$ cat config.mk
export PLATFORM = sky130hd
export DESIGN_NAME = random_burst_pulse_timer_unit
export DESIGN_NICKNAME = d
export VERILOG_FILES = /design/src/rtl/core/rbpt_pkg.sv /design/src/rtl/core/rbpt_datapath.sv /design/src/rtl/core/rbpt_controller.sv /design/src/rtl/core/random_burst_pulse_timer_unit.sv
export VERILOG_INCLUDE_DIRS = /design/src /design/src/rtl/core
export SDC_FILE = /design/constraint.sdc
export NUM_CORES = 1
export LEC_CHECK = 0
export BUFFER_PORTS_ARGS = -buffer_cell sky130_fd_sc_hd__buf_2
export CORE_MARGIN = 5
export CORE_UTILIZATION = 44
export CTS_CLUSTER_DIAMETER = 150
export DETAILED_ROUTE_END_ITERATION = 7
export GPL_TIMING_DRIVEN = 0
export PLACE_DENSITY = 0.6
export SLEW_MARGIN = 20
export SYNTH_ARGS = -nofsm -noshare
export SYNTH_HDL_FRONTEND = slang
export SYNTH_SLANG_ARGS = --single-unit
$ cat constraint.sdc
create_clock -name clk -period 3.6 [get_ports clk]
set_input_delay 0.18 -clock clk [delete_from_list [all_inputs] [get_ports clk]]
set_output_delay 0.18 -clock clk [all_outputs]
set_load 0.005 [all_outputs]
$ cat src/rtl/core/random_burst_pulse_timer_unit_macros.svh
// ----------------------------------------------------------------------------
// Assertion macros for the random burst pulse timer
// Shared property forms. Each use expects clk and rst_n in scope.
// ----------------------------------------------------------------------------
`ifndef RANDOM_BURST_PULSE_TIMER_UNIT_MACROS_SVH
`define RANDOM_BURST_PULSE_TIMER_UNIT_MACROS_SVH

// The consequent must hold in the same cycle as the antecedent.
`define RBPT_ASSERT_SAME(label, ante, cons, msg) \
    label: assert property (@(posedge clk) disable iff (!rst_n) (ante) |-> (cons)) \
        else $error(msg);

// The consequent must hold in the cycle after the antecedent.
`define RBPT_ASSERT_NEXT(label, ante, cons, msg) \
    label: assert property (@(posedge clk) disable iff (!rst_n) (ante) |=> (cons)) \
        else $error(msg);

`endif

$ cat src/rtl/core/rbpt_pkg.sv
// ----------------------------------------------------------------------------
// rbpt_pkg
// Types, constants and helper functions of the random burst pulse timer.
// ----------------------------------------------------------------------------
package rbpt_pkg;

    // Phase of the output loop.
    typedef enum logic [2:0] {
        PH_IDLE = 3'd0,
        PH_ON   = 3'd1,
        PH_BOFF = 3'd2,
        PH_BON  = 3'd3,
        PH_LOFF = 3'd4
    } phase_t;

    // Which random draw is in progress.
    typedef enum logic [2:0] {
        DRAW_ON,
        DRAW_BCNT,
        DRAW_BOFF,
        DRAW_BON,
        DRAW_LOFF
    } draw_sel_t;

    // Configuration register indexes.
    typedef enum logic [2:0] {
        CFG_ON_MIN          = 3'd0,
        CFG_ON_MAX          = 3'd1,
        CFG_BURST_LIMIT     = 3'd2,
        CFG_BURST_COUNT_MAX = 3'd3,
        CFG_BURST_OFF_MAX   = 3'd4,
        CFG_BURST_ON_MAX    = 3'd5,
        CFG_OFF_MIN         = 3'd6,
        CFG_OFF_MAX         = 3'd7
    } cfg_index_t;

    // Input command codes.
    typedef enum logic {
        CMD_TICK = 1'b0,
        CMD_SEED = 1'b1
    } command_t;

    // Controller states.
    typedef enum logic [2:0] {
        S_IDLE,
        S_EVAL,
        S_RAND,
        S_DIV,
        S_APPLY,
        S_FINISH
    } ctrl_state_t;

    localparam logic [31:0] GEN_RESET = 32'h1234_5678;
    localparam logic [31:0] ZERO_SEED = 32'hCAFE_BABE;

    localparam logic [7:0]  ON_MIN_RST          = 8'd2;
    localparam logic [7:0]  ON_MAX_RST          = 8'd30;
    localparam logic [7:0]  BURST_LIMIT_RST     = 8'd7;
    localparam logic [3:0]  BURST_COUNT_MAX_RST = 4'd4;
    localparam logic [7:0]  BURST_OFF_MAX_RST   = 8'd5;
    localparam logic [7:0]  BURST_ON_MAX_RST    = 8'd7;
    localparam logic [15:0] OFF_MIN_RST         = 16'd180;
    localparam logic [15:0] OFF_MAX_RST         = 16'd780;

    // Fixed lower bounds of the burst draws.
    localparam logic [15:0] BURST_LO     = 16'd1;
    localparam logic [15:0] BURST_ON_LO  = 16'd2;

    // Restoring divider: one quotient bit per cycle over a 32-bit dividend.
    localparam int DIV_STEPS = 32;
    localparam int DIV_CNT_W = $clog2(DIV_STEPS);

    // Commands from the controller to the datapath.
    typedef struct packed {
        logic      load_item;
        logic      seed_load;
        logic      reseed;
        logic      decrement;
        logic      burst_dec;
        logic      rand_step;
        logic      div_step;
        logic      apply;
        logic      out_load;
        draw_sel_t draw_sel;
    } dp_cmd_t;

    // Status from the datapath to the controller.
    typedef struct packed {
        logic   is_seed;
        phase_t phase;
        logic   remaining_gt1;
        logic   burst_ok;
        logic   burst_more;
        logic   div_last;
        logic   out_valid;
    } dp_status_t;

    // One xorshift32 step.
    function automatic logic [31:0] xorshift32(input logic [31:0] s);
        logic [31:0] x;
        begin
            x = s;
            x = x ^ (x << 13);
            x = x ^ (x >> 17);
            x = x ^ (x << 5);
            return x;
        end
    endfunction

    // A zero seed would lock the generator, so it is replaced.
    function automatic logic [31:0] fix_seed(input logic [31:0] s);
        return (s == 32'd0) ? ZERO_SEED : s;
    endfunction

endpackage

$ cat src/rtl/core/rbpt_datapath.sv
// ----------------------------------------------------------------------------
// rbpt_datapath
// Configuration, generator, phase state, serial modulo unit and result register.
// ----------------------------------------------------------------------------
`include "random_burst_pulse_timer_unit_macros.svh"

module rbpt_datapath
    import rbpt_pkg::*;
(
    input  logic        clk,
    input  logic        rst_n,
    input  logic        cfg_we,
    input  logic [2:0]  cfg_addr,
    input  logic [15:0] cfg_wdata,
    input  logic        in_command,
    input  logic [31:0] in_seed,
    input  logic [15:0] in_jitter,
    input  dp_cmd_t     cmd,
    output dp_status_t  status,
    input  logic        out_ready,
    output logic        out_valid,
    output logic        out_pin_level,
    output logic [2:0]  out_phase,
    output logic [15:0] out_seconds_left,
    output logic [3:0]  out_bursts_left
);

    // Configuration registers.
    logic [7:0]  on_min_reg, on_max_reg, burst_limit_reg;
    logic [3:0]  burst_count_max_reg;
    logic [7:0]  burst_off_max_reg, burst_on_max_reg;
    logic [15:0] off_min_reg, off_max_reg;

    // Captured input item.
    logic        command_reg;
    logic [31:0] seed_reg;
    logic [15:0] jitter_reg;

    // Loop state.
    logic [31:0] gen_reg, gen_next;
    phase_t      phase_reg;
    logic [15:0] remaining_reg;
    logic [3:0]  burst_reg;
    logic [7:0]  on_len_reg;

    // Draw and modulo unit.
    logic [15:0]          lo_reg;
    logic [16:0]          span_reg;
    logic [31:0]          dividend_reg;
    logic [15:0]          rem_reg;
    logic [DIV_CNT_W-1:0] div_cnt_reg;

    // Result register.
    logic        out_valid_reg;
    logic        out_pin_reg;
    phase_t      out_phase_reg;
    logic [15:0] out_seconds_reg;
    logic [3:0]  out_bursts_reg;

    logic [15:0] lo_sel, hi_sel;
    logic [16:0] span_calc;
    logic [16:0] trial;
    logic [16:0] draw_val;

    // Configuration writes.
    always_ff @(posedge clk or negedge rst_n)
    begin
        if (!rst_n)
        begin
            on_min_reg          <= ON_MIN_RST;
            on_max_reg          <= ON_MAX_RST;
            burst_limit_reg     <= BURST_LIMIT_RST;
            burst_count_max_reg <= BURST_COUNT_MAX_RST;
            burst_off_max_reg   <= BURST_OFF_MAX_RST;
            burst_on_max_reg    <= BURST_ON_MAX_RST;
            off_min_reg         <= OFF_MIN_RST;
            off_max_reg         <= OFF_MAX_RST;
        end
        else if (cfg_we)
        begin
            unique case (cfg_index_t'(cfg_addr))
                CFG_ON_MIN:          on_min_reg          <= cfg_wdata[7:0];
                CFG_ON_MAX:          on_max_reg          <= cfg_wdata[7:0];
                CFG_BURST_LIMIT:     burst_limit_reg     <= cfg_wdata[7:0];
                CFG_BURST_COUNT_MAX: burst_count_max_reg <= cfg_wdata[3:0];
                CFG_BURST_OFF_MAX:   burst_off_max_reg   <= cfg_wdata[7:0];
                CFG_BURST_ON_MAX:    burst_on_max_reg    <= cfg_wdata[7:0];
                CFG_OFF_MIN:         off_min_reg         <= cfg_wdata;
                CFG_OFF_MAX:         off_max_reg         <= cfg_wdata;
                default: ;
            endcase
        end
    end

    // Capture the accepted item.
    always_ff @(posedge clk)
    begin
        if (cmd.load_item)
        begin
            command_reg <= in_command;
            seed_reg    <= in_seed;
            jitter_reg  <= in_jitter;
        end
    end

    // Bounds of the selected draw and its span; a max below its min gives span one.
    always_comb
    begin
        lo_sel = 16'd0;
        hi_sel = 16'd0;
        case (cmd.draw_sel)
            DRAW_ON:
            begin
                lo_sel = {8'd0, on_min_reg};
                hi_sel = {8'd0, on_max_reg};
            end
            DRAW_BCNT:
            begin
                lo_sel = BURST_LO;
                hi_sel = {12'd0, burst_count_max_reg};
            end
            DRAW_BOFF:
            begin
                lo_sel = BURST_LO;
                hi_sel = {8'd0, burst_off_max_reg};
            end
            DRAW_BON:
            begin
                lo_sel = BURST_ON_LO;
                hi_sel = {8'd0, burst_on_max_reg};
            end
            DRAW_LOFF:
            begin
                lo_sel = off_min_reg;
                hi_sel = off_max_reg;
            end
            default: ;
        endcase
        span_calc = (hi_sel >= lo_sel) ? ({1'b0, hi_sel} - {1'b0, lo_sel} + 17'd1) : 17'd1;
    end

    // Generator next value.
    always_comb
    begin
        gen_next = gen_reg;
        if (cmd.seed_load)
            gen_next = fix_seed(seed_reg);
        else if (cmd.reseed)
            gen_next = fix_seed(gen_reg ^ {16'd0, jitter_reg});
        else if (cmd.rand_step)
            gen_next = xorshift32(gen_reg);
    end

    always_ff @(posedge clk or negedge rst_n)
    begin
        if (!rst_n)
            gen_reg <= GEN_RESET;
        else
            gen_reg <= gen_next;
    end

    // Restoring modulo: shift in one dividend bit, subtract the span if it fits.
    assign trial = {rem_reg, dividend_reg[31]};

    always_ff @(posedge clk)
    begin
        if (cmd.rand_step)
        begin
            lo_reg       <= lo_sel;
            span_reg     <= span_calc;
            dividend_reg <= gen_next;
            rem_reg      <= 16'd0;
            div_cnt_reg  <= '0;
        end
        else if (cmd.div_step)
        begin
            if (trial >= span_reg)
                rem_reg <= 16'(trial - span_reg);
            else
                rem_reg <= trial[15:0];
            dividend_reg <= {dividend_reg[30:0], 1'b0};
            div_cnt_reg  <= div_cnt_reg + 1'b1;
        end
    end

    assign draw_val = {1'b0, lo_reg} + {1'b0, rem_reg};

    // Phase, remaining time, burst count and on length.
    always_ff @(posedge clk or negedge rst_n)
    begin
        if (!rst_n)
        begin
            phase_reg     <= PH_IDLE;
            remaining_reg <= 16'd0;
            burst_reg     <= 4'd0;
            on_len_reg    <= 8'd0;
        end
        else if (cmd.decrement)
        begin
            remaining_reg <= remaining_reg - 16'd1;
        end
        else if (cmd.burst_dec)
        begin
            burst_reg <= (burst_reg != 4'd0) ? burst_reg - 4'd1 : 4'd0;
        end
        else if (cmd.apply)
        begin
            case (cmd.draw_sel)
                DRAW_ON:
                begin
                    phase_reg     <= PH_ON;
                    on_len_reg    <= draw_val[7:0];
                    remaining_reg <= {8'd0, draw_val[7:0]};
                    burst_reg     <= 4'd0;
                end
                DRAW_BCNT:
                    burst_reg <= draw_val[3:0];
                DRAW_BOFF:
                begin
                    phase_reg     <= PH_BOFF;
                    remaining_reg <= draw_val[15:0];
                end
                DRAW_BON:
                begin
                    phase_reg     <= PH_BON;
                    remaining_reg <= draw_val[15:0];
                end
                DRAW_LOFF:
                begin
                    phase_reg     <= PH_LOFF;
                    remaining_reg <= draw_val[15:0];
                    burst_reg     <= 4'd0;
                end
                default: ;
            endcase
        end
    end

    // Result register: filled at the end of an item, emptied by a transfer.
    always_ff @(posedge clk or negedge rst_n)
    begin
        if (!rst_n)
            out_valid_reg <= 1'b0;
        else if (cmd.out_load)
            out_valid_reg <= 1'b1;
        else if (out_ready)
            out_valid_reg <= 1'b0;
    end

    always_ff @(posedge clk)
    begin
        if (cmd.out_load)
        begin
            out_pin_reg     <= (phase_reg == PH_ON) || (phase_reg == PH_BON);
            out_phase_reg   <= phase_reg;
            out_seconds_reg <= remaining_reg;
            out_bursts_reg  <= burst_reg;
        end
    end

    assign out_valid        = out_valid_reg;
    assign out_pin_level    = out_pin_reg;
    assign out_phase        = out_phase_reg;
    assign out_seconds_left = out_seconds_reg;
    assign out_bursts_left  = out_bursts_reg;

    // Status toward the controller.
    assign status.is_seed       = (command_t'(command_reg) == CMD_SEED);
    assign status.phase         = phase_reg;
    assign status.remaining_gt1 = (remaining_reg > 16'd1);
    assign status.burst_ok      = (on_len_reg > 8'd2) && (on_len_reg < burst_limit_reg);
    assign status.burst_more    = (burst_reg > 4'd1);
    assign status.div_last      = (div_cnt_reg == DIV_CNT_W'(DIV_STEPS - 1));
    assign status.out_valid     = out_valid_reg;

    // Once the loop leaves idle it never returns; idle always shows zeros.
    `RBPT_ASSERT_SAME(a_idle_zero, phase_reg == PH_IDLE, (remaining_reg == 16'd0) && (burst_reg == 4'd0), "idle phase with nonzero counters")
    // A main on phase always starts with its own drawn length.
    `RBPT_ASSERT_NEXT(a_on_len, cmd.apply && (cmd.draw_sel == DRAW_ON), remaining_reg == {8'd0, on_len_reg}, "on phase length mismatch")
    // A loaded result is never lost before it is transferred.
    `RBPT_ASSERT_SAME(a_no_overwrite, cmd.out_load, !out_valid_reg || out_ready, "result register overwritten")

endmodule

$ cat src/rtl/core/rbpt_controller.sv
// ----------------------------------------------------------------------------
// rbpt_controller
// Sequencer that steps the datapath through one item: decide, draw, apply.
// ----------------------------------------------------------------------------
`include "random_burst_pulse_timer_unit_macros.svh"

module rbpt_controller
    import rbpt_pkg::*;
(
    input  logic       clk,
    input  logic       rst_n,
    input  logic       in_valid,
    output logic       in_ready,
    input  logic       out_ready,
    input  dp_status_t status,
    output dp_cmd_t    cmd
);

    ctrl_state_t state_reg, state_next;
    draw_sel_t   sel_reg, sel_next;

    // State and draw selection registers.
    always_ff @(posedge clk or negedge rst_n)
    begin
        if (!rst_n)
        begin
            state_reg <= S_IDLE;
            sel_reg   <= DRAW_ON;
        end
        else
        begin
            state_reg <= state_next;
            sel_reg   <= sel_next;
        end
    end

    // Next state and datapath commands.
    always_comb
    begin
        state_next   = state_reg;
        sel_next     = sel_reg;
        cmd          = '0;
        cmd.draw_sel = sel_reg;
        in_ready     = 1'b0;

        unique case (state_reg)
            S_IDLE:
            begin
                in_ready = 1'b1;
                if (in_valid)
                begin
                    cmd.load_item = 1'b1;
                    state_next    = S_EVAL;
                end
            end

            S_EVAL:
            begin
                if (status.is_seed)
                begin
                    cmd.seed_load = 1'b1;
                    sel_next      = DRAW_ON;
                    state_next    = S_RAND;
                end
                else if (status.phase == PH_IDLE)
                begin
                    state_next = S_FINISH;
                end
                else if (status.remaining_gt1)
                begin
                    cmd.decrement = 1'b1;
                    state_next    = S_FINISH;
                end
                else
                begin
                    state_next = S_RAND;
                    unique case (status.phase)
                        PH_ON:
                            sel_next = status.burst_ok ? DRAW_BCNT : DRAW_LOFF;
                        PH_BOFF:
                            sel_next = DRAW_BON;
                        PH_BON:
                        begin
                            cmd.burst_dec = 1'b1;
                            sel_next      = status.burst_more ? DRAW_BOFF : DRAW_LOFF;
                        end
                        PH_LOFF:
                        begin
                            cmd.reseed = 1'b1;
                            sel_next   = DRAW_ON;
                        end
                        default:
                            state_next = S_FINISH;
                    endcase
                end
            end

            S_RAND:
            begin
                cmd.rand_step = 1'b1;
                state_next    = S_DIV;
            end

            S_DIV:
            begin
                cmd.div_step = 1'b1;
                if (status.div_last)
                    state_next = S_APPLY;
            end

            S_APPLY:
            begin
                cmd.apply = 1'b1;
                // A burst count draw is followed at once by the first burst off draw.
                if (sel_reg == DRAW_BCNT)
                begin
                    sel_next   = DRAW_BOFF;
                    state_next = S_RAND;
                end
                else
                begin
                    state_next = S_FINISH;
                end
            end

            S_FINISH:
            begin
                if (!status.out_valid || out_ready)
                begin
                    cmd.out_load = 1'b1;
                    state_next   = S_IDLE;
                end
            end

            default:
                state_next = S_IDLE;
        endcase
    end

    // An accepted transfer is always evaluated in the following cycle.
    `RBPT_ASSERT_NEXT(a_accept_eval, in_valid && in_ready, state_reg == S_EVAL, "accepted item not evaluated")
    // The apply step only follows the last modulo iteration.
    `RBPT_ASSERT_NEXT(a_div_apply, (state_reg == S_DIV) && status.div_last, state_reg == S_APPLY, "modulo did not end in apply")
    // After a burst count draw, the next draw is always the burst off length.
    `RBPT_ASSERT_NEXT(a_bcnt_boff, (state_reg == S_APPLY) && (sel_reg == DRAW_BCNT), (state_reg == S_RAND) && (sel_reg == DRAW_BOFF), "burst count not followed by burst off draw")

endmodule

$ cat src/rtl/core/random_burst_pulse_timer_unit.sv
// A countdown tick that ends no phase needs no draw; a tick or seed that draws a length runs
// one draw, and a phase end that starts a burst draws twice. Each draw is one xorshift step
// and a serial restoring modulo over the 32-bit generator value.
// Throughput: one item at a time; the next item is taken the cycle after the result is
// registered, while that result still waits for its transfer out.
// Reset: asynchronous active low; configuration returns to its defaults, loop to idle.
// ----------------------------------------------------------------------------
// random_burst_pulse_timer_unit
// Pulse timer stepped by one-second ticks, with randomly drawn on, burst and off phases.
// ----------------------------------------------------------------------------
module random_burst_pulse_timer_unit
    import rbpt_pkg::*;
(
    input  logic        clk,
    input  logic        rst_n,
    // Configuration write port
    input  logic        cfg_we,
    input  logic [2:0]  cfg_addr,
    input  logic [15:0] cfg_wdata,
    // Input stream
    input  logic        s_axis_tvalid,
    output logic        s_axis_tready,
    input  logic [47:0] s_axis_tdata,   // seed_value[31:0], jitter[47:32]
    input  logic        s_axis_tuser,   // command[0]
    // Result stream
    output logic        m_axis_tvalid,
    input  logic        m_axis_tready,
    output logic [23:0] m_axis_tdata    // pin_level[0], phase[3:1], seconds_left[19:4],
                                        // bursts_left[23:20]
);

    dp_cmd_t    cmd;
    dp_status_t status;

    logic        pin_level;
    logic [2:0]  phase;
    logic [15:0] seconds_left;
    logic [3:0]  bursts_left;

    rbpt_controller u_ctrl (
        .clk       (clk),
        .rst_n     (rst_n),
        .in_valid  (s_axis_tvalid),
        .in_ready  (s_axis_tready),
        .out_ready (m_axis_tready),
        .status    (status),
        .cmd       (cmd)
    );

    rbpt_datapath u_dp (
        .clk              (clk),
        .rst_n            (rst_n),
        .cfg_we           (cfg_we),
        .cfg_addr         (cfg_addr),
        .cfg_wdata        (cfg_wdata),
        .in_command       (s_axis_tuser),
        .in_seed          (s_axis_tdata[31:0]),
        .in_jitter        (s_axis_tdata[47:32]),
        .cmd              (cmd),
        .status           (status),
        .out_ready        (m_axis_tready),
        .out_valid        (m_axis_tvalid),
        .out_pin_level    (pin_level),
        .out_phase        (phase),
        .out_seconds_left (seconds_left),
        .out_bursts_left  (bursts_left)
    );

    // Pack the result fields, lowest field first.
    assign m_axis_tdata = {bursts_left, seconds_left, phase, pin_level};

endmodule
### After elaboration in Yosys (flattened, before gate mapping)

Cells that the tools add are included.

| word-level totals | value |
|---|---|
| register bits after elaboration | 305 |
| word-level logic and storage cells | 168 |
| bits of input ports | 73 |

| cells by class | value |
|---|---|
| equality and inequality tests | 29 |
| $lt $le $gt $ge | 6 |
| bitwise logic cells | 6 |
| add/sub/neg operators | 7 |
| reduce and logical (&&, ||, !) cells | 37 |
| multiplexer cells | 55 |

Operator list:

| operator | count |
|---|---|
| 2-to-1 mux 32 bit | 7 |
| one-hot mux 16 bit (5 select lines) | 1 |
| logical NOT 32 bit | 2 |
| 2-to-1 mux 16 bit | 4 |
| one-hot mux 16 bit (4 select lines) | 1 |
| XOR 32 bit | 2 |
| 2-to-1 mux 3 bit | 16 |
| one-hot mux 16 bit (2 select lines) | 1 |
| XOR 32 x 15 -> 32 bit | 1 |
| XOR 32 x 16 -> 32 bit | 1 |
| == test 3 x 2 -> 1 bit, second input constant | 8 |
| == test 3 bit, second input constant | 8 |
| one-hot mux 3 bit (4 select lines) | 2 |
| one-hot mux 3 bit (6 select lines) | 1 |
| adder 17 x 1 -> 17 bit, second input constant | 1 |
| greater-or-equal comparator 17 bit | 1 |
| subtractor 16 x 16 -> 17 bit | 1 |
| adder 16 bit | 1 |
| greater-or-equal comparator 16 bit | 1 |
| greater-than comparator 16 x 1 -> 1 bit, second input constant | 1 |
| 2-to-1 mux 1 bit | 16 |
| 2-to-1 mux 4 bit | 4 |
| AND reduction 2 bit | 8 |
| subtractor 16 x 1 -> 16 bit, second input constant | 1 |
| 28 further kinds | 50 |

### Depth between registers and ports, before layout

| depth | value |
|---|---|
| word-level depth | 9 |
| mapped depth | 18 |

### Hierarchy

Synthesis repeated with hierarchy kept, for this count alone.

| second synthesis, totals | value |
|---|---|
| cells, all modules | 1549 |
| area total of the unflattened synthesis | 16968.8 sq um |

Modules (own cells, without submodules):

| module | seq. area each (sq um) | instances | cells each | area each (sq um) |
|---|---|---|---|---|
| rbpt_datapath | 8111.5 | 1 | 1485 | 16369.4 |
| rbpt_controller | 150.1 | 1 | 63 | 591.8 |
| random_burst_pulse_timer_unit | 0.0 | 1 | 1 | 7.5 |

### Worst setup path after synthesis

OpenSTA, ideal clock, no wires.

| path | value |
|---|---|
| kind | register to register |
| start point | register u_ctrl.sel_reg[1] |
| end point | register u_dp.span_reg[11], data pin |
| setup time | 0.266 ns |
| arrival | 3.487 ns |
| setup slack | -0.153 ns |
| stages on the path, launching flop included | 15 |
| required time | 3.334 ns |
| cell sequence | dfrtp_1 > clkbuf_1 > clkbuf_1 > clkbuf_1 > mux2i_1 > o22ai_1 > ha_1 > ha_1 > fa_1 > a21o_1 > a211oi_1 > o211ai_1 > a31oi_1 > xnor2_1 > nor2_1 |

| on the way | value |
|---|---|
| longest elaborated chain between the ends | 5 |
| elaborated cells between the ends (all ways) | 11 |
| classes of those cells | add/sub: 2; order compare: 1; eq/ne: 4; mux: 2; reduce/logical: 2 |

Ends and longest elaborated chain:

| element | RTL line | RTL |
|---|---|---|
| from (decl) | rbpt_controller.sv:20 | `draw_sel_t sel_reg, sel_next;` |
| from (signal assigned) | rbpt_controller.sv:33 | `sel_reg <= sel_next;` |
| == test 3 x 1 -> 1 bit / == test 3 x 2 -> 1 bit (equally long branches) | rbpt_datapath.sv:111 | `case (cmd.draw_sel)` |
| OR reduction 2 bit (no source line) | - |  |
| one-hot mux 16 bit (4 select lines) | rbpt_datapath.sv:111 |  |
| subtractor 16 x 16 -> 17 bit | rbpt_datapath.sv:139 | `span_calc = (hi_sel >= lo_sel) ? ({1'b0, hi_sel} - {1'b0, lo_sel} + 17'd1) : 17'd1;` |
| adder 17 x 1 -> 17 bit | rbpt_datapath.sv:139 |  |
| to (signal assigned) | rbpt_datapath.sv:170 | `span_reg <= span_calc;` |
| to (decl) | rbpt_datapath.sv:48 | `logic [16:0] span_reg;` |

Several ways; a longest one is shown, not always the timed one.
A chain may end at the register's enable or synchronous reset.

### Final worst setup path

Same ends and word-level chain as after synthesis.

==> metrics.txt <==
post-synthesis xor/xnor area fraction=0.0757; Clock Latency Late Sink=550 ps; Synth area leader=edfxtp_1; Max Clk Rate=0.293 GHz; Final Cycle Share=0.946; post-synth top area share=0.252; ys flop type=edfxtp_1; crit path capture type=flip-flop; sequential share of the synthesized area=0.503; Synth Instances=1530; Leak Pwr=8.00 nW; Die X=203 µm; status=completed; synthesized area per cell=10.7 µm²; CTS max path bufs=3; post-synth cell types=82; 1st-iter DRT viols=777; diodes inserted=0; Chip Height=203 µm; worst path buffer plus inverter count=2; Overall Power=17.7 mW; CTS tree=done; htree depth=2; multi-input logic area=7670 µm²; pre-CTS setup slack=-1160 ps; total CTS buffers=35; CP cell instances=buf_4 > mux2i_1 > o22a_1 > o22a_1 > ha_1 > inv_1 > ha_1 > fa_2 > a21o_1 > a211oi_2 > o211ai_1 > a31oi_1 > xnor2_1 > nor2_1; Nets=1897; GPL Wtd Cong=0.915; post-synthesis simple-gate area fraction=0.122; clock-pin slew on the worst setup and hold paths=60 ps; global-route wire length before repair=68200 µm; top cells by area, synth=edfxtp_1 25%, dfrtp_1 17%, ha_1 5.8%; count of final setup violators=0; Setup Crit Path Kind=reg2reg; Antenna Nets Post-Route=0; Initial Util=0.448; post-DR wirelength/cell=19.2 µm; CP Data Arrival Time=3680 ps; via count=12300; hold crit path type=in2reg; CORE AREA=36700 µm²; Top Ports=99; EDFF count, synth=138; grt total ovfl=0; Area growth, synth to finish=19.0%; share of cells above drive strength 1=0.190; largest family of logic cells by synthesized area=simple AND/OR/NAND/NOR gates; drt total wl=42900 µm; fin util=0.533; syn nets=1689; # port buffers=95; mux cell area share after synthesis=0.0721; largest net degree at the start of global routing=75; Clock Skew=29.4 ps; actual slew at the worst max-slew pin=749 ps; crit path max fanout=5; PwrDens=903 nW/µm²; Adder-Cell Fraction of Synth Area=0.0701; crit-path max cell delay=470 ps; maxcap violations=0; initial antenna violation count=0; CP Data Required Time=3870 ps; Compound-Gate Fraction of Synth Area=0.122; final worst slack=193 ps; RSZ-0062 raised after global routing=yes; Reg area=8270 µm²; dpl hpwl=31600 µm; Synth async-reset ratio=0.479; Slew headroom=0.498; slowest CP cell=dfrtp_2; post-route minimum period=3410 ps; DR pass1 iterations=5; die area=41300 µm²; Seq cells post-synth=305; DR vias/cell=5.50; number of global-route vias before repair=12100; GRT Util Overall=0.207; pins over their slew limit=0; Peak VDD IR=0.000476 V; Top delay family on crit path=compound AO/OA/AOI/OAI gates; Final Hold Vio Count=0; type of origin of the critical path=flip-flop; fillers=3200; clock sink total=305; area of the mapped netlist=16400 µm²; # DRC=0; Clock Tree Root=clkbuf_16; synth warn=0; Rows=70
## placed cells by master (no fill, tap or decap), types with 63 or more instances in the layout
cell type	synthesis	final
buf_2	3	97
dfrtp_1	111	108
dlygate4sd3_1	0	65
edfxtp_1	138	138
ha_1	76	75
inv_1	77	76
mux2_2	83	83
nand2_1	151	151
nor2_1	120	119
o21ai_0	100	95
xnor2_1	79	79
xor2_1	63	63
## synth_stat cells, types with 4 or more instances
master / n
nand2_1: 151
edfxtp_1: 138
nor2_1: 120
dfrtp_1: 111
o21ai_0: 100
mux2_2: 83
xnor2_1: 79
inv_1: 77
ha_1: 76
xor2_1: 63
a21oi_1: 61
clkbuf_1: 60
dfstp_2: 35
mux2i_1: 25
nor3_1: 25
o22ai_1: 25
dfxtp_1: 21
nor4_1: 21
nand3_1: 19
o21ai_1: 16
nand2b_1: 15
nand4_1: 15
a21o_1: 14
a211oi_1: 11
nor2b_1: 11
o211ai_1: 11
a31oi_1: 10
fa_1: 10
and3_1: 9
or3_1: 8
a22o_1: 6
and2_1: 6
nor3b_1: 6
o22a_1: 5
a221o_1: 4
a311oi_1: 4
o21a_1: 4
o21bai_1: 4
## where the power goes
group          internal (mW)  total (mW)  switching, mW
combinational           3.25        8.18           4.93
sequential              5.16        5.90          0.741
clock                   2.15        3.57           1.42
## final timing paths
check,cells after the start,start,slack (ps),end
max,14,u_ctrl.sel_reg[1],190,u_dp.span_reg[11]
min in group asynchronous,2,rst_n,220,u_dp.on_max_reg[5]
max reg2reg,14,u_ctrl.sel_reg[1],190,u_dp.span_reg[11]
max in group asynchronous,3,rst_n,2580,u_dp.gen_reg[6]
min reg2reg,2,u_dp.div_cnt_reg[4],450,u_dp.div_cnt_reg[4]
min,3,m_axis_tready,30,u_dp.out_valid
## layer usage
layer	wire (µm)	track usage
met1	20700	0.309
met4	833	0.0508
met3	2190	0.0370
met2	19100	0.316
met5	0	0
## tightest hold or removal path, cell delays in order
cell      delay (ps)
buf_2             70
nor2b_1           70
o21bai_1         190
## logic make-up (layout without fill, tap and decap cells)
group,count (synthesis),count (layout)
compound gates,316,316
xor+xnor,142,142
fa+ha+maj,86,86
buf+inv,147,382
flops,305,305
mux,108,108
simple gates,426,426
## final cells by class
type | instances | area share
plain buffers | 65 | 0.0155
clock inverters | 17 | 0.0100
well taps | 468 | 0.0300
repair buffers | 176 | 0.0661
clock buffers | 47 | 0.0487
inverters | 77 | 0.0148
multi-input cells | 1078 | 0.392
flip-flops and latches | 305 | 0.423
## through the flow
stage | cells | TNS, ps | cell area (µm²) | hold WS (ps)
floorplan | 1530 | -10.4 | 16400 | -116
global placement | 2093 | -46840 | 17500 | 356
detailed placement | 2097 | -20260 | 17600 | 194
CTS | 2226 | -25.2 | 19400 | 1.83
global route | 2233 | -14.0 | 19600 | 24.5
finish | 2233 | 0 | 19600 | 27.2
## timing repair
item / CTS / global route
resized for setup: 21 / 19
hold endpoints to repair: 144 / 0
gates cloned: 0 / 0
setup buffers: 5 / 7
hold buffers: 65 / 0
pin swaps: 2 / 3
setup endpoints to repair: 59 / 53
Note: power is estimated with default switching activity, not from simulation.
